## src/hw/rtl/artnet_dmx_voxel_writer_assert.svh

```systemverilog
// Assertion macros shared by the voxel writer RTL.
// Included by the modules that carry concurrent checks; no other dependencies.
`ifndef ARTNET_DMX_VOXEL_WRITER_ASSERT_SVH
`define ARTNET_DMX_VOXEL_WRITER_ASSERT_SVH

// Same-cycle implication, checked outside reset
`define AVW_ASSERT_IMPLY(label, clk, rstn, ante, cons, msg) \
    label: assert property (@(posedge clk) disable iff (!(rstn)) (ante) |-> (cons)) \
        else $error(msg);

// Next-cycle implication, checked outside reset
`define AVW_ASSERT_NEXT(label, clk, rstn, ante, cons, msg) \
    label: assert property (@(posedge clk) disable iff (!(rstn)) (ante) |=> (cons)) \
        else $error(msg);

`endif

```

## src/hw/rtl/avw_pkg.sv

```systemverilog
// Shared types, constants and helpers of the Art-Net voxel writer.
// Used by the controller, the datapath, the divider and the top level.
package avw_pkg;

    // Store and packet geometry
    localparam int unsigned STORE_DEPTH         = 65536;
    localparam int unsigned ADDR_W              = $clog2(STORE_DEPTH);
    localparam int unsigned LIMIT_W             = ADDR_W + 1;
    localparam int unsigned MAX_PACKET_BYTES    = 1024;
    localparam int unsigned POS_W               = $clog2(MAX_PACKET_BYTES) + 1;
    localparam int unsigned MAX_DMX_BYTES       = 512;
    localparam int unsigned LEN_W               = $clog2(MAX_DMX_BYTES) + 1;
    localparam int unsigned PIXELS_PER_UNIVERSE = 170;
    localparam int unsigned PIX_W               = 8;
    localparam int unsigned DATA_START          = 18;
    localparam int unsigned K_W = $clog2((MAX_PACKET_BYTES - DATA_START) / 3 + 1);

    // Header byte positions
    localparam int unsigned POS_SIG_END = 8;
    localparam int unsigned POS_OPC_LO  = 8;
    localparam int unsigned POS_OPC_HI  = 9;
    localparam int unsigned POS_UNI_LO  = 14;
    localparam int unsigned POS_UNI_HI  = 15;
    localparam int unsigned POS_LEN_HI  = 16;
    localparam int unsigned POS_LEN_LO  = 17;
    localparam logic [15:0] ARTDMX_OPCODE = 16'h5000;

    // Arithmetic widths
    localparam int unsigned BYTE_W     = 8;
    localparam int unsigned DIV_W      = 16;
    localparam int unsigned DIV_CNT_W  = $clog2(DIV_W + 1);
    localparam int unsigned GRID_W     = 9;
    localparam int unsigned WH_W       = 2 * GRID_W;
    localparam int unsigned REMMUL_W   = DIV_W + PIX_W;
    localparam int unsigned LPROD_W    = DIV_W + WH_W;
    localparam int unsigned BASE_W     = LPROD_W + 2;

    // Configuration port
    localparam int unsigned CFG_IDX_W  = 3;
    localparam int unsigned CFG_DATA_W = 17;
    localparam int unsigned M_DATA_W   = ADDR_W + 3 * BYTE_W;

    typedef logic [POS_W-1:0]      pos_t;
    typedef logic [LEN_W-1:0]      len_t;
    typedef logic [K_W-1:0]        k_t;
    typedef logic [K_W+1:0]        k3_t;
    typedef logic [PIX_W-1:0]      kp_t;
    typedef logic [DIV_W-1:0]      div_t;
    typedef logic [DIV_CNT_W-1:0]  div_cnt_t;
    typedef logic [BASE_W-1:0]     base_t;
    typedef logic [LIMIT_W-1:0]    limit_t;
    typedef logic [REMMUL_W-1:0]   remmul_t;
    typedef logic [LPROD_W-1:0]    lprod_t;
    typedef logic [WH_W-1:0]       wh_t;
    typedef logic [GRID_W-1:0]     grid_t;

    typedef enum logic [CFG_IDX_W-1:0] {
        CFG_GRID_WIDTH  = 3'd0,
        CFG_GRID_HEIGHT = 3'd1,
        CFG_UNIV_LAYER  = 3'd2,
        CFG_LAYER_SPAN  = 3'd3,
        CFG_CUBE_BASE   = 3'd4,
        CFG_STORE_SIZE  = 3'd5
    } cfg_index_e;

    typedef enum logic [3:0] {
        ST_IDLE,
        ST_DIV_A_GO,
        ST_DIV_A_RUN,
        ST_DIV_B_GO,
        ST_DIV_B_RUN,
        ST_MUL_A,
        ST_MUL_B,
        ST_BASE,
        ST_ADDR
    } avw_state_e;

    // Controller to datapath
    typedef struct packed {
        logic accept;      // input item taken this cycle
        logic div_start;   // launch the shared divider
        logic div_second;  // operands: quotient / layer_span
        logic rem_load;    // keep universe remainder
        logic mul_a;       // width*height and remainder*170
        logic mul_b;       // layer * (width*height)
        logic base_load;   // sum into the cached base
        logic out_load;    // write the result register
    } avw_cmd_t;

    // Datapath to controller
    typedef struct packed {
        logic triple_hit;  // current byte completes a triple of a good header within the DMX length
        logic cache_valid; // base address matches universe and config
        logic div_done;    // divider result ready
        logic addr_ok;     // address below the store limit
        logic out_free;    // result register can take a new item
    } avw_status_t;

    // Expected "Art-Net" signature, zero terminated
    function automatic logic [BYTE_W-1:0] sig_byte(input logic [2:0] idx);
        logic [BYTE_W-1:0] val;
        unique case (idx)
            3'd0: val = 8'h41;
            3'd1: val = 8'h72;
            3'd2: val = 8'h74;
            3'd3: val = 8'h2D;
            3'd4: val = 8'h4E;
            3'd5: val = 8'h65;
            3'd6: val = 8'h74;
            3'd7: val = 8'h00;
        endcase
        return val;
    endfunction

endpackage

```

## src/hw/rtl/artnet_dmx_voxel_writer.sv

```systemverilog
// Art-Net ArtDmx receiver: payload bytes in, one voxel pixel write per in-range RGB triple.
// Throughput: one byte per cycle, except the third byte of an in-length triple, which
// holds the input through the address step if the layer base is cached, and otherwise
// also through two 16-step runs of the shared divider and three multiply/add steps;
// the address step waits while the result register is full. m_tdata is registered.
// Reset: aresetn is synchronous, active low; control registers to defaults, parser idle.
module artnet_dmx_voxel_writer (
    input  logic                               aclk,
    input  logic                               aresetn,
    // Configuration
    input  logic                               cfg_wr_en,
    input  logic [avw_pkg::CFG_IDX_W-1:0]      cfg_index,
    input  logic [avw_pkg::CFG_DATA_W-1:0]     cfg_wdata,
    // Input stream
    input  logic                               s_tvalid,
    output logic                               s_tready,
    input  logic [avw_pkg::BYTE_W-1:0]         s_tdata,   // [7:0] data_byte
    input  logic                               s_tlast,   // last_byte
    // Result stream
    output logic                               m_tvalid,
    input  logic                               m_tready,
    output logic [avw_pkg::M_DATA_W-1:0]       m_tdata    // [15:0] pixel_address,
                                                          // [23:16] red, [31:24] green,
                                                          // [39:32] blue
);

    avw_pkg::avw_cmd_t    cmd;
    avw_pkg::avw_status_t status;

    avw_ctrl u_ctrl (
        .aclk     (aclk),
        .aresetn  (aresetn),
        .s_tvalid (s_tvalid),
        .s_tready (s_tready),
        .status   (status),
        .cmd      (cmd)
    );

    avw_datapath u_dp (
        .aclk      (aclk),
        .aresetn   (aresetn),
        .cfg_wr_en (cfg_wr_en),
        .cfg_index (cfg_index),
        .cfg_wdata (cfg_wdata),
        .s_tdata   (s_tdata),
        .s_tlast   (s_tlast),
        .cmd       (cmd),
        .status    (status),
        .m_tvalid  (m_tvalid),
        .m_tready  (m_tready),
        .m_tdata   (m_tdata)
    );

endmodule

```

## src/hw/rtl/avw_divider.sv

```systemverilog
// Shared restoring divider, one quotient bit per cycle.
// Depends on avw_pkg for the operand width.
module avw_divider (
    input  logic          aclk,
    input  logic          aresetn,
    input  logic          start,
    input  avw_pkg::div_t dividend,
    input  avw_pkg::div_t divisor,
    output avw_pkg::div_t quotient,
    output avw_pkg::div_t remainder,
    output logic          done
);

    avw_pkg::div_t     quo_reg, quo_next;
    avw_pkg::div_t     rem_reg, rem_next;
    avw_pkg::div_t     dsr_reg, dsr_next;
    avw_pkg::div_cnt_t cnt_reg, cnt_next;
    logic              busy_reg, busy_next;
    logic              done_reg, done_next;

    logic [avw_pkg::DIV_W:0] shifted;
    logic [avw_pkg::DIV_W:0] trial;
    logic                    fits;

    // One restoring step
    always_comb begin
        shifted = {rem_reg, quo_reg[avw_pkg::DIV_W-1]};
        trial   = shifted - {1'b0, dsr_reg};
        fits    = (shifted >= {1'b0, dsr_reg});
    end

    always_comb begin
        quo_next  = quo_reg;
        rem_next  = rem_reg;
        dsr_next  = dsr_reg;
        cnt_next  = cnt_reg;
        busy_next = busy_reg;
        done_next = 1'b0;
        if (start) begin
            quo_next  = dividend;
            rem_next  = '0;
            dsr_next  = divisor;
            cnt_next  = avw_pkg::div_cnt_t'(avw_pkg::DIV_W);
            busy_next = 1'b1;
        end else if (busy_reg) begin
            rem_next = fits ? trial[avw_pkg::DIV_W-1:0] : shifted[avw_pkg::DIV_W-1:0];
            quo_next = {quo_reg[avw_pkg::DIV_W-2:0], fits};
            cnt_next = cnt_reg - avw_pkg::div_cnt_t'(1);
            if (cnt_reg == avw_pkg::div_cnt_t'(1)) begin
                busy_next = 1'b0;
                done_next = 1'b1;
            end
        end
    end

    always_ff @(posedge aclk) begin
        quo_reg <= quo_next;
        rem_reg <= rem_next;
        dsr_reg <= dsr_next;
        if (!aresetn) begin
            cnt_reg  <= '0;
            busy_reg <= 1'b0;
            done_reg <= 1'b0;
        end else begin
            cnt_reg  <= cnt_next;
            busy_reg <= busy_next;
            done_reg <= done_next;
        end
    end

    assign quotient  = quo_reg;
    assign remainder = rem_reg;
    assign done      = done_reg;

endmodule

```

## src/hw/rtl/avw_datapath.sv

```systemverilog
// Datapath: header parser, configuration registers, address arithmetic
// and the result register. Depends on avw_pkg, avw_divider and the assert header.
`include "artnet_dmx_voxel_writer_assert.svh"

module avw_datapath (
    input  logic                            aclk,
    input  logic                            aresetn,
    input  logic                            cfg_wr_en,
    input  logic [avw_pkg::CFG_IDX_W-1:0]   cfg_index,
    input  logic [avw_pkg::CFG_DATA_W-1:0]  cfg_wdata,
    input  logic [avw_pkg::BYTE_W-1:0]      s_tdata,
    input  logic                            s_tlast,
    input  avw_pkg::avw_cmd_t               cmd,
    output avw_pkg::avw_status_t            status,
    output logic                            m_tvalid,
    input  logic                            m_tready,
    output logic [avw_pkg::M_DATA_W-1:0]    m_tdata
);

    // Configuration registers
    avw_pkg::grid_t                    width_reg, width_next;
    avw_pkg::grid_t                    height_reg, height_next;
    avw_pkg::div_t                     upl_reg, upl_next;
    avw_pkg::grid_t                    span_reg, span_next;
    logic [avw_pkg::ADDR_W-1:0]        cube_reg, cube_next;
    avw_pkg::limit_t                   size_reg, size_next;

    // Packet parse state
    avw_pkg::pos_t                     pos_reg, pos_next;
    logic                              hdr_good_reg, hdr_good_next;
    logic [avw_pkg::BYTE_W-1:0]        opc_lo_reg, opc_lo_next;
    avw_pkg::div_t                     uni_reg, uni_next;
    logic [avw_pkg::BYTE_W-1:0]        len_hi_reg, len_hi_next;
    avw_pkg::len_t                     len_reg, len_next;
    logic [avw_pkg::BYTE_W-1:0]        first_reg, first_next;
    logic [avw_pkg::BYTE_W-1:0]        second_reg, second_next;
    logic [1:0]                        phase_reg, phase_next;
    avw_pkg::k_t                       k_reg, k_next;

    // Pending triple and address pipeline
    avw_pkg::div_t                     pend_uni_reg, pend_uni_next;
    avw_pkg::kp_t                      pend_k_reg, pend_k_next;
    logic [3*avw_pkg::BYTE_W-1:0]      pend_rgb_reg, pend_rgb_next;
    avw_pkg::div_t                     rem_reg, rem_next;
    avw_pkg::wh_t                      wh_reg, wh_next;
    avw_pkg::remmul_t                  remmul_reg, remmul_next;
    avw_pkg::lprod_t                   lprod_reg, lprod_next;
    avw_pkg::base_t                    base_reg, base_next;
    logic                              cache_valid_reg, cache_valid_next;

    // Result register
    logic                              m_tvalid_reg, m_tvalid_next;
    logic [avw_pkg::M_DATA_W-1:0]      m_tdata_reg, m_tdata_next;

    // Divider hookup
    avw_pkg::div_t                     div_dividend, div_divisor, div_quot, div_rem;
    logic                              div_done;

    logic                              in_window;
    logic                              data_byte;
    avw_pkg::k3_t                      k3;
    logic [2*avw_pkg::BYTE_W-1:0]      word16;
    avw_pkg::div_t                     upl_eff, span_eff;
    avw_pkg::limit_t                   limit;
    avw_pkg::base_t                    addr_full;
    logic                              triple_hit;

    avw_divider u_div (
        .aclk      (aclk),
        .aresetn   (aresetn),
        .start     (cmd.div_start),
        .dividend  (div_dividend),
        .divisor   (div_divisor),
        .quotient  (div_quot),
        .remainder (div_rem),
        .done      (div_done)
    );

    // Zero divisors behave as one
    always_comb begin
        upl_eff      = (upl_reg == '0) ? avw_pkg::div_t'(1) : upl_reg;
        span_eff     = (span_reg == '0) ? avw_pkg::div_t'(1) : avw_pkg::div_t'(span_reg);
        div_dividend = cmd.div_second ? div_quot : pend_uni_reg;
        div_divisor  = cmd.div_second ? span_eff : upl_eff;
    end

    // Byte classification for the current input item
    always_comb begin
        in_window  = (pos_reg < avw_pkg::pos_t'(avw_pkg::MAX_PACKET_BYTES));
        data_byte  = in_window && (pos_reg >= avw_pkg::pos_t'(avw_pkg::DATA_START));
        k3         = {k_reg, 1'b0} + avw_pkg::k3_t'(k_reg);
        word16     = {len_hi_reg, s_tdata};
        triple_hit = data_byte && hdr_good_reg && (phase_reg == 2'd2)
                     && (k3 < avw_pkg::k3_t'(len_reg));
    end

    // Configuration writes
    always_comb begin
        width_next  = width_reg;
        height_next = height_reg;
        upl_next    = upl_reg;
        span_next   = span_reg;
        cube_next   = cube_reg;
        size_next   = size_reg;
        if (cfg_wr_en) begin
            unique case (avw_pkg::cfg_index_e'(cfg_index))
                avw_pkg::CFG_GRID_WIDTH:  width_next  = cfg_wdata[avw_pkg::GRID_W-1:0];
                avw_pkg::CFG_GRID_HEIGHT: height_next = cfg_wdata[avw_pkg::GRID_W-1:0];
                avw_pkg::CFG_UNIV_LAYER:  upl_next    = cfg_wdata[avw_pkg::DIV_W-1:0];
                avw_pkg::CFG_LAYER_SPAN:  span_next   = cfg_wdata[avw_pkg::GRID_W-1:0];
                avw_pkg::CFG_CUBE_BASE:   cube_next   = cfg_wdata[avw_pkg::ADDR_W-1:0];
                avw_pkg::CFG_STORE_SIZE:  size_next   = cfg_wdata[avw_pkg::LIMIT_W-1:0];
                default: ;
            endcase
        end
    end

    // Header parse and triple tracking
    always_comb begin
        pos_next      = pos_reg;
        hdr_good_next = hdr_good_reg;
        opc_lo_next   = opc_lo_reg;
        uni_next      = uni_reg;
        len_hi_next   = len_hi_reg;
        len_next      = len_reg;
        first_next    = first_reg;
        second_next   = second_reg;
        phase_next    = phase_reg;
        k_next        = k_reg;
        if (cmd.accept) begin
            if (in_window) begin
                pos_next = pos_reg + avw_pkg::pos_t'(1);
                if (pos_reg < avw_pkg::pos_t'(avw_pkg::POS_SIG_END)) begin
                    if (s_tdata != avw_pkg::sig_byte(pos_reg[2:0])) hdr_good_next = 1'b0;
                end else if (pos_reg == avw_pkg::pos_t'(avw_pkg::POS_OPC_LO)) begin
                    opc_lo_next = s_tdata;
                end else if (pos_reg == avw_pkg::pos_t'(avw_pkg::POS_OPC_HI)) begin
                    if ({s_tdata, opc_lo_reg} != avw_pkg::ARTDMX_OPCODE) hdr_good_next = 1'b0;
                end else if (pos_reg == avw_pkg::pos_t'(avw_pkg::POS_UNI_LO)) begin
                    uni_next = {8'h00, s_tdata};
                end else if (pos_reg == avw_pkg::pos_t'(avw_pkg::POS_UNI_HI)) begin
                    uni_next = {s_tdata, uni_reg[avw_pkg::BYTE_W-1:0]};
                end else if (pos_reg == avw_pkg::pos_t'(avw_pkg::POS_LEN_HI)) begin
                    len_hi_next = s_tdata;
                end else if (pos_reg == avw_pkg::pos_t'(avw_pkg::POS_LEN_LO)) begin
                    // DMX length is big-endian; cap at one full universe
                    len_next = (word16 > 16'(avw_pkg::MAX_DMX_BYTES))
                               ? avw_pkg::len_t'(avw_pkg::MAX_DMX_BYTES)
                               : word16[avw_pkg::LEN_W-1:0];
                end else if (data_byte) begin
                    case (phase_reg)
                        2'd0: begin
                            first_next = s_tdata;
                            phase_next = 2'd1;
                        end
                        2'd1: begin
                            second_next = s_tdata;
                            phase_next  = 2'd2;
                        end
                        default: begin
                            phase_next = 2'd0;
                            k_next     = k_reg + avw_pkg::k_t'(1);
                        end
                    endcase
                end
            end
            // End of datagram returns the parser to its start
            if (s_tlast) begin
                pos_next      = '0;
                hdr_good_next = 1'b1;
                phase_next    = 2'd0;
                k_next        = '0;
            end
        end
    end

    // Address arithmetic, one step per controller command
    always_comb begin
        pend_uni_next    = pend_uni_reg;
        pend_k_next      = pend_k_reg;
        pend_rgb_next    = pend_rgb_reg;
        rem_next         = rem_reg;
        wh_next          = wh_reg;
        remmul_next      = remmul_reg;
        lprod_next       = lprod_reg;
        base_next        = base_reg;
        cache_valid_next = cache_valid_reg;
        if (cmd.accept && triple_hit) begin
            pend_uni_next = uni_reg;
            pend_k_next   = k_reg[avw_pkg::PIX_W-1:0];
            pend_rgb_next = {s_tdata, second_reg, first_reg};
        end
        if (cmd.rem_load) rem_next = div_rem;
        if (cmd.mul_a) begin
            wh_next     = avw_pkg::wh_t'(width_reg * height_reg);
            remmul_next = avw_pkg::remmul_t'(rem_reg * avw_pkg::PIX_W'(avw_pkg::PIXELS_PER_UNIVERSE));
        end
        if (cmd.mul_b) lprod_next = avw_pkg::lprod_t'(div_quot * wh_reg);
        if (cmd.base_load) begin
            base_next = avw_pkg::base_t'(cube_reg) + avw_pkg::base_t'(remmul_reg)
                        + avw_pkg::base_t'(lprod_reg);
            cache_valid_next = 1'b1;
        end
        // A new universe or any register write invalidates the cached base
        if (cfg_wr_en || (cmd.accept && pos_reg == avw_pkg::pos_t'(avw_pkg::POS_UNI_HI)))
            cache_valid_next = 1'b0;
    end

    // Final address and store limit
    always_comb begin
        limit = (size_reg > avw_pkg::limit_t'(avw_pkg::STORE_DEPTH))
                ? avw_pkg::limit_t'(avw_pkg::STORE_DEPTH) : size_reg;
        addr_full = base_reg + avw_pkg::base_t'(pend_k_reg);
    end

    // Result register
    always_comb begin
        m_tvalid_next = m_tvalid_reg;
        m_tdata_next  = m_tdata_reg;
        if (m_tvalid_reg && m_tready) m_tvalid_next = 1'b0;
        if (cmd.out_load) begin
            m_tvalid_next = 1'b1;
            m_tdata_next  = {pend_rgb_reg, addr_full[avw_pkg::ADDR_W-1:0]};
        end
    end

    always_ff @(posedge aclk) begin
        opc_lo_reg   <= opc_lo_next;
        uni_reg      <= uni_next;
        len_hi_reg   <= len_hi_next;
        len_reg      <= len_next;
        first_reg    <= first_next;
        second_reg   <= second_next;
        pend_uni_reg <= pend_uni_next;
        pend_k_reg   <= pend_k_next;
        pend_rgb_reg <= pend_rgb_next;
        rem_reg      <= rem_next;
        wh_reg       <= wh_next;
        remmul_reg   <= remmul_next;
        lprod_reg    <= lprod_next;
        base_reg     <= base_next;
        m_tdata_reg  <= m_tdata_next;
        if (!aresetn) begin
            width_reg       <= avw_pkg::grid_t'(20);
            height_reg      <= avw_pkg::grid_t'(20);
            upl_reg         <= avw_pkg::div_t'(3);
            span_reg        <= avw_pkg::grid_t'(1);
            cube_reg        <= '0;
            size_reg        <= avw_pkg::limit_t'(8000);
            pos_reg         <= '0;
            hdr_good_reg    <= 1'b1;
            phase_reg       <= 2'd0;
            k_reg           <= '0;
            cache_valid_reg <= 1'b0;
            m_tvalid_reg    <= 1'b0;
        end else begin
            width_reg       <= width_next;
            height_reg      <= height_next;
            upl_reg         <= upl_next;
            span_reg        <= span_next;
            cube_reg        <= cube_next;
            size_reg        <= size_next;
            pos_reg         <= pos_next;
            hdr_good_reg    <= hdr_good_next;
            phase_reg       <= phase_next;
            k_reg           <= k_next;
            cache_valid_reg <= cache_valid_next;
            m_tvalid_reg    <= m_tvalid_next;
        end
    end

    always_comb begin
        status.triple_hit  = triple_hit;
        status.cache_valid = cache_valid_reg;
        status.div_done    = div_done;
        status.addr_ok     = (addr_full < avw_pkg::base_t'(limit));
        status.out_free    = !m_tvalid_reg || m_tready;
    end

    assign m_tvalid = m_tvalid_reg;
    assign m_tdata  = m_tdata_reg;

    // Checks
    `AVW_ASSERT_IMPLY(a_out_slot_free, aclk, aresetn, cmd.out_load, (!m_tvalid_reg || m_tready), "result overwritten while held")
    `AVW_ASSERT_NEXT(a_last_clears, aclk, aresetn, cmd.accept && s_tlast, (pos_reg == '0) && hdr_good_reg && (k_reg == '0), "parser not cleared after last byte")

endmodule

```

## src/hw/rtl/avw_ctrl.sv

```systemverilog
// Controller state machine: input handshake and address sequencing.
// Depends on avw_pkg and the assert header.
`include "artnet_dmx_voxel_writer_assert.svh"

module avw_ctrl (
    input  logic                 aclk,
    input  logic                 aresetn,
    input  logic                 s_tvalid,
    output logic                 s_tready,
    input  avw_pkg::avw_status_t status,
    output avw_pkg::avw_cmd_t    cmd
);

    avw_pkg::avw_state_e state_reg, state_next;
    logic                accept;

    assign accept = s_tvalid && (state_reg == avw_pkg::ST_IDLE);

    // Next state
    always_comb begin
        state_next = state_reg;
        unique case (state_reg)
            avw_pkg::ST_IDLE: begin
                if (accept && status.triple_hit)
                    state_next = status.cache_valid ? avw_pkg::ST_ADDR : avw_pkg::ST_DIV_A_GO;
            end
            avw_pkg::ST_DIV_A_GO:  state_next = avw_pkg::ST_DIV_A_RUN;
            avw_pkg::ST_DIV_A_RUN: if (status.div_done) state_next = avw_pkg::ST_DIV_B_GO;
            avw_pkg::ST_DIV_B_GO:  state_next = avw_pkg::ST_DIV_B_RUN;
            avw_pkg::ST_DIV_B_RUN: if (status.div_done) state_next = avw_pkg::ST_MUL_A;
            avw_pkg::ST_MUL_A:     state_next = avw_pkg::ST_MUL_B;
            avw_pkg::ST_MUL_B:     state_next = avw_pkg::ST_BASE;
            avw_pkg::ST_BASE:      state_next = avw_pkg::ST_ADDR;
            avw_pkg::ST_ADDR: begin
                // Out of range drops at once; in range waits for the result slot
                if (!status.addr_ok || status.out_free) state_next = avw_pkg::ST_IDLE;
            end
            default: state_next = avw_pkg::ST_IDLE;
        endcase
    end

    // Outputs
    always_comb begin
        cmd            = '0;
        cmd.accept     = accept;
        s_tready       = (state_reg == avw_pkg::ST_IDLE);
        unique case (state_reg)
            avw_pkg::ST_IDLE:      ;
            avw_pkg::ST_DIV_A_GO:  cmd.div_start = 1'b1;
            avw_pkg::ST_DIV_A_RUN: cmd.rem_load = status.div_done;
            avw_pkg::ST_DIV_B_GO: begin
                cmd.div_start  = 1'b1;
                cmd.div_second = 1'b1;
            end
            avw_pkg::ST_DIV_B_RUN: cmd.div_second = 1'b1;
            avw_pkg::ST_MUL_A:     cmd.mul_a = 1'b1;
            avw_pkg::ST_MUL_B:     cmd.mul_b = 1'b1;
            avw_pkg::ST_BASE:      cmd.base_load = 1'b1;
            avw_pkg::ST_ADDR:      cmd.out_load = status.addr_ok && status.out_free;
            default: ;
        endcase
    end

    always_ff @(posedge aclk) begin
        if (!aresetn) begin
            state_reg <= avw_pkg::ST_IDLE;
        end else begin
            state_reg <= state_next;
        end
    end

    // Checks
    `AVW_ASSERT_IMPLY(a_addr_has_base, aclk, aresetn, state_reg == avw_pkg::ST_ADDR, status.cache_valid, "address stage without a valid base")
    `AVW_ASSERT_IMPLY(a_idle_div_quiet, aclk, aresetn, state_reg == avw_pkg::ST_IDLE, !status.div_done, "divider finished outside a division step")
    `AVW_ASSERT_NEXT(a_hit_leaves_idle, aclk, aresetn, accept && status.triple_hit, state_reg != avw_pkg::ST_IDLE, "triple accepted but no address step")

endmodule

```

## config.mk

```make
export PLATFORM = sky130hd
export DESIGN_NAME = artnet_dmx_voxel_writer
export DESIGN_NICKNAME = d
export VERILOG_FILES = /design/src/hw/rtl/avw_pkg.sv /design/src/hw/rtl/artnet_dmx_voxel_writer.sv /design/src/hw/rtl/avw_divider.sv /design/src/hw/rtl/avw_datapath.sv /design/src/hw/rtl/avw_ctrl.sv
export VERILOG_INCLUDE_DIRS = /design/src /design/src/hw/rtl
export SDC_FILE = /design/constraint.sdc
export NUM_CORES = 2
export LEC_CHECK = 0
export BUFFER_PORTS_ARGS = -buffer_cell sky130_fd_sc_hd__buf_4
export CAP_MARGIN = 5
export CORE_ASPECT_RATIO = 2
export CORE_MARGIN = 2
export CORE_UTILIZATION = 65
export DETAILED_ROUTE_END_ITERATION = 8
export GPL_ROUTABILITY_DRIVEN = 1
export PLACE_DENSITY = 0.82
export SETUP_SLACK_MARGIN = 0.2
export SLEW_MARGIN = 5
export SYNTH_ARGS = -nofsm -noshare
export SYNTH_HDL_FRONTEND = slang
export SYNTH_SLANG_ARGS = --single-unit
```

## constraint.sdc

```tcl
create_clock -name aclk -period 22.2 [get_ports aclk]
set_clock_uncertainty 0.1 [all_clocks]
set_input_delay 1.11 -clock aclk [delete_from_list [all_inputs] [get_ports aclk]]
set_output_delay 1.11 -clock aclk [all_outputs]
set_load 0.02 [all_outputs]
```

## Word level (Yosys, flattened, before mapping)

Memories as Yosys holds them, arrays and structs flattened. A register that Yosys moved wholly into a read port is not among the register bits.
Index checks and enable logic that the tools add are counted.

| cells by class | value |
|---|---|
| add/subtract/negate cells | 8 |
| multipliers | 3 |
| order comparisons | 8 |
| eq/ne operators | 39 |
| multiplexer cells | 67 |
| bitwise logic cells | 9 |
| reduce and logical (&&, ||, !) cells | 51 |

Operator list:

| kind | number |
|---|---|
| two-way mux 16 bit | 7 |
| two-way mux 9 bit | 12 |
| equality test 11 x 4 -> 1 bit (second input constant) | 4 |
| adder 36 x 34 -> 36 bit | 1 |
| adder 36 x 8 -> 36 bit | 1 |
| less-than comparator 36 x 17 -> 1 bit | 1 |
| one-hot mux 4 bit (9 select lines) | 1 |
| multiplier 16 x 18 -> 34 bit | 1 |
| AND reduction 11 bit | 3 |
| two-way mux 8 bit | 4 |
| adder 16 x 24 -> 25 bit | 1 |
| multiplier 16 x 7 -> 23 bit (second input constant) | 1 |
| equality test 11 x 5 -> 1 bit (second input constant) | 2 |
| two-way mux 11 bit | 2 |
| two-way mux 1 bit | 20 |
| two-way mux 2 bit | 10 |
| two-way mux 4 bit | 5 |
| multiplier 9 x 9 -> 18 bit | 1 |
| AND reduction 6 bit | 3 |
| greater-or-equal comparator 17 x 16 -> 1 bit | 1 |
| greater-than comparator 17 bit (second input constant) | 1 |
| two-way mux 17 bit | 1 |
| equality test 4 x 3 -> 1 bit (second input constant) | 4 |
| greater-than comparator 16 x 10 -> 1 bit (second input constant) | 1 |
| 45 further kinds | 97 |

| storage, ports and cells | value |
|---|---|
| register bits | 433 |
| memory bits (read-only) | 56 |
| input bits | 34 |
| output and inout port bits | 42 |
| word-level logic and storage cells | 222 |
| memories | 1 |

Memory list:

| memory | depth | width | rd ports | clocked after Yosys merged registers in | wr ports | RTL line | RTL |
|---|---|---|---|---|---|---|---|
| (name not given) | 8 | 7 | 1 | 1 | 0 | avw_pkg.sv:102 | `unique case (idx)` |

## Depth between registers and ports, before layout

| logic depth | value |
|---|---|
| word-level depth | 13 |
| gate-level depth with buffers | 25 |
| depth with buffers taken out | 23 |

## Cells and area by module

Synthesis repeated with hierarchy kept, for this count alone.

| unflattened totals | value |
|---|---|
| cell total of the unflattened synthesis | 3394 |
| area total of the unflattened synthesis | 34672.0 sq um |

Modules (own cells, without submodules):

| module | times used | cells an instance | area each (sq um) | seq. area each (sq um) |
|---|---|---|---|---|
| avw_datapath | 1 | 3050 | 31153.6 | 10329.9 |
| avw_divider | 1 | 305 | 3181.8 | 1421.4 |
| avw_ctrl | 1 | 39 | 336.6 | 80.1 |

## Worst setup path before layout

OpenSTA, ideal clock, no wires.

| timing path | value |
|---|---|
| path kind | flip-flop to flip-flop |
| from | reg u_dp.u_div.quo_reg[9] (netlist: u_dp.u_div.quotient[9]) |
| to | reg u_dp.lprod_reg[31], data pin |
| setup time | 0.262 ns |
| arrival | 6.591 ns |
| required time | 21.838 ns |
| setup slack | 15.247 ns |
| stages on the path, launching flop included | 25 |
| path buffers | 2 |
| period minus slack after synthesis | 6.953 ns |
| cell sequence | edfxtp_1 clkbuf_1 clkbuf_1 nand2_1 fa_1 inv_1 fa_1 inv_1 fa_1 inv_1 fa_1 fa_1 inv_1 fa_1 inv_1 ha_1 and3_1 nor4b_1 a211oi_2 o21ai_2 a221o_2 a2111o_1 a31oi_4 a21oi_1 xor2_1 |

| on the way | value |
|---|---|
| cells in the longest elaborated chain, start to end | 1 |

Ends and longest elaborated chain:

| what | RTL line | RTL |
|---|---|---|
| start, declared | avw_divider.sv:14 | `avw_pkg::div_t quo_reg, quo_next;` |
| start signal, assigned | avw_divider.sv:57 | `quo_reg <= quo_next;` |
| multiplier 16 x 18 -> 34 bit | avw_datapath.sv:198 | `if (cmd.mul_b) lprod_next = avw_pkg::lprod_t'(div_quot * wh_reg);` |
| end signal, assigned | avw_datapath.sv:240 | `lprod_reg <= lprod_next;` |
| end, declared | avw_datapath.sv:47 | `avw_pkg::lprod_t lprod_reg, lprod_next;` |

No other way between the ends.
A chain may end at the register's enable or synchronous reset.

## Final worst setup path

| timing path | value |
|---|---|
| from | reg u_dp.u_div.quo_reg[8] (netlist: u_dp.u_div.quotient[8]) |
| to | reg u_dp.lprod_reg[31], data pin |

The elaborated chain is that of the path after synthesis.

==> impl_metrics.toml <==
[worst_setup_path]
worst-path-buf-inv = 5
r2r.worst_path.cells = 22
slowest_stage = "sky130_fd_sc_hd__edfxtp_1"
critical_path.reg2reg.startpoint = "u_dp.u_div.quotient[8]$_DFFE_PP_"
crit_chain = "nand2_1 -> fa_1 -> inv_1 -> fa_1 -> inv_1 -> fa_1 -> inv_1 -> fa_1 -> fa_1 -> inv_1 -> fa_1 -> inv_1 -> ha_1 -> and3_1 -> nor4b_1 -> a211oi_2 -> o21ai_2 -> a221o_2 -> a2111o_1 -> a31oi_4 -> a21oi_1 -> xor2_1"
worst_r2r_endpoint = "u_dp.lprod_reg[31]$_DFFE_PP_"
endpoint_kind = "flip-flop"
timing.reg2reg.setup_slack_ps = 14680
worst-endpoint-required_ps = 22420
worst_setup_path_start_kind = "flip-flop"
timing.critical_path.from = "u_dp.u_div.quotient[8]$_DFFE_PP_"
cp.arrival_ps = 7730
worstSetupPathDepth = 22
endpoint = "u_dp.lprod_reg[31]$_DFFE_PP_"
path_delay_family = "adder cells"
crit_path_frequent_cell = "sky130_fd_sc_hd__fa_1"
critPathMaxStageDelay_ps = 840
timing.critical_path.fanout_max = 19
criticalPathCategory = "flip-flop to flip-flop"

[die]
rows = 118
placeableCoreArea_sq_um = 51670
die-area_sq_um = 54070
die_w_microns = 165.4
dieHeight_microns = 326.9
top_level_ports = 76
start_util_pct = 65.56

[sta]
drv_slew = 0
max_freq_ghz = 0.1330
timing.final.crit_share_pct = 33.86
whs_ps = 312.3
timing.setup.tns_ps = 0
grt_setup_unrepaired = "false"
timing.final.setup_violations = 0
worstMarginPinSlew_ps = 1290
hold_viol_final = 0
maxSlewHeadroom_pct = 13.72
fin_crit_ps = 7517

[route]
drc_errors = 0
drt.antenna.violating_nets = 0
detailedRoute.firstPassIterationCount = 7
drt-total-wl_microns = 87720
drt-initial-drc-count = 1803
vias = 24880
wl_per_cell_microns = 21.23
via_per_inst = 6.022

[finish]
area_growth_pct = 7.553
multi_input_area_sq_um = 19840
insertedDiodeCount = 0
fillerInstances = 3762
largest_reg_flops = 40
nNetsFinal = 4085
final-instance-count-excl-fill = 4131
layout-drive-gt1-share_pct = 5.820
ff_latch_area_sq_um = 11830

[logic_synthesis]
total_standard_cell_area_after_synthesis_sq_um = 33880
xor_xnor_portion_of_the_synthesized_cell_area_pct = 4.343
synth_ff_type = "sky130_fd_sc_hd__edfxtp_1"
yosys.area_share.adder_pct = 29.27
yosysWarningCount = 0
synthDominantCellAreaShare_pct = 26.95
synth_simple_gate_area_share_pct = 15.36
dominant_combinational_cell_family_by_area_after_synthesis = "adder cells"
synth-async-reset-ratio_pct = 0
synth_compound_gate_area_share_pct = 8.875
synth_enable_flop_cells = 304
synth.net_count = 4056
yosys_top_cell_by_area = "sky130_fd_sc_hd__edfxtp_1"
synth-seq-cells = 439
synth_top_cells_by_area = "sky130_fd_sc_hd__edfxtp_1 27%, sky130_fd_sc_hd__fa_1 18%, sky130_fd_sc_hd__ha_1 11%, sky130_fd_sc_hd__dfxtp_1 8.0%, sky130_fd_sc_hd__nand2_1 5.7%"
synth_sequential_area_ratio_pct = 34.92
syn_area_per_cell_sq_um = 9.935
synthCells = 3410
yosys-mux-area-fraction_pct = 0.6094
yosysUniqueCellTypes = 78

[place]
post-place-cells = 4056
hpwl_microns = 68690
gp_routability_congestion = 0.9411
portBuffers = 75

[clocking]
clock_buffers_created_by_tritoncts = 41
clk_transition_reported_paths_ps = 80
tritoncts = "built"
clkSinkCount = 439
cts.root.buffer_cell = "sky130_fd_sc_hd__clkbuf_16"
cts_resized = 0
worst_case_clock_buffer_depth = 3
cts-htree-levels = 2
postCtsHoldBufs = 0
clk-insertion-delay-late_ps = 570
post_cts_setup_buffers = 0

[grt]
grt_util_all_layers_pct = 33.89
grt-ovfl-total = 0
grt_first_pass_wirelength_microns = 139800
largest_net_degree_at_the_start_of_global_routing = 71
initial_antenna_violation_count = 0
grt_pass1_vias = 26890

[pwr]
static-leakage-power_nw = 16.20
power_per_cell_area_nw_per_um2 = 157.2
max-vdd-ir-drop_mv = 0.2915

[min_path]
worst_hold_path_type = "flip-flop to flip-flop"

[run]
max_cap_violations = 0

[outcome]
run_status = "complete, no violations"
[cells in the final DEF (no fill, tap or decap), types with 17 or more instances in the layout]
cell type and count:
sky130_fd_sc_hd__xor2_1 53, sky130_fd_sc_hd__nand3_1 64, sky130_fd_sc_hd__edfxtp_1 304, sky130_fd_sc_hd__and3_1 19, sky130_fd_sc_hd__nand4_1 27, sky130_fd_sc_hd__o21ai_0 74, sky130_fd_sc_hd__ha_1 311, sky130_fd_sc_hd__nor4_1 23
sky130_fd_sc_hd__nor2b_1 29, sky130_fd_sc_hd__nand2b_1 24, sky130_fd_sc_hd__a211oi_1 17, sky130_fd_sc_hd__inv_1 488, sky130_fd_sc_hd__and2_1 187, sky130_fd_sc_hd__nand2_1 511, sky130_fd_sc_hd__nor3_1 32, sky130_fd_sc_hd__a21o_1 41
sky130_fd_sc_hd__fa_1 301, sky130_fd_sc_hd__a21oi_1 194, sky130_fd_sc_hd__dfxtp_1 135, sky130_fd_sc_hd__clkbuf_16 43, sky130_fd_sc_hd__nor2_1 144, sky130_fd_sc_hd__buf_4 91, sky130_fd_sc_hd__xnor2_1 115
[report_power, final]
group	internal, mW	total [mW]	switching [mW]
registers	1.09	1.14	0.0463
clock network	0.416	0.747	0.331
logic	1.54	3.84	2.31
total	3.05	5.73	2.68
[kinds of logic (layout without fill, tap and decap cells)]
group,after synthesis,after routing
and+or+nand+nor,1100,1100
adders and majority gates,612,612
AOI/OAI and AO/OA,475,475
buffers and inverters,596,657
muxes,20,20
DFF,439,439
xor gates and xnor gates,168,168
[worst min path at each step]
stage | startpoint | to | depth (start not counted)
4_1_cts | u_dp.pend_rgb_reg[1]$_DFFE_PP_ | u_dp.m_tdata[17]$_DFFE_PP_ | 0
5_1_grt | u_dp.second_reg[3]$_DFFE_PP_ | u_dp.pend_rgb_reg[11]$_DFFE_PP_ | 0
3_3_place_gp | u_dp.pend_rgb_reg[1]$_DFFE_PP_ | u_dp.m_tdata[17]$_DFFE_PP_ | 0
6_report | u_dp.pend_rgb_reg[12]$_DFFE_PP_ | u_dp.m_tdata[28]$_DFFE_PP_ | 0
2_1_floorplan | u_dp.pend_rgb_reg[0]$_DFFE_PP_ | u_dp.m_tdata[16]$_DFFE_PP_ | 0
3_5_place_dp | u_dp.first_reg[1]$_DFFE_PP_ | u_dp.pend_rgb_reg[1]$_DFFE_PP_ | 0
[per-stage QoR]
step	setup WS, ps	util, %	power (mW)	instance area [sq um]
after floorplan	15250	-	3.804	33880
after global placement	14870	67.77	4.870	35020
after detailed placement	14700	67.77	4.978	35020
after CTS	14690	70.51	5.741	36440
after global routing	14410	70.51	6.175	36440
final	14680	70.51	5.728	36440
[layer usage]
layer | share of wire, % | up-vias | GRT usage [%] | wire length [microns]
met5 | 0 | - | 0 | 0
met4 | 8.0 | 0 | 22.43 | 7015
met3 | 5.3 | 321 | 3.923 | 4692
met2 | 54 | 997 | 62.87 | 47350
met1 | 33 | 12210 | 35.08 | 28660
li1 | - | 11350 | - | -
[final cells by class]
cell class              count  area share (%)
repair buffers             91           1.875
multi-input cells        2375           54.44
flip-flops and latches    439           32.47
clock buffers              47           3.077
clock inverters            28          0.8138
inverters                 491           5.058
well taps                 660           2.266
[cells in the mapped netlist, drive strengths merged, types with 34 or more instances]
cell type    n
nand2      511
inv        489
ha         311
edfxtp     304
fa         301
a21oi      194
and2       187
nor2       145
dfxtp      135
xnor2      115
clkbuf     102
o21ai       78
nand3       64
xor2        53
a21o        44
nor3        34
Note: power is estimated with default switching activity, not from simulation.
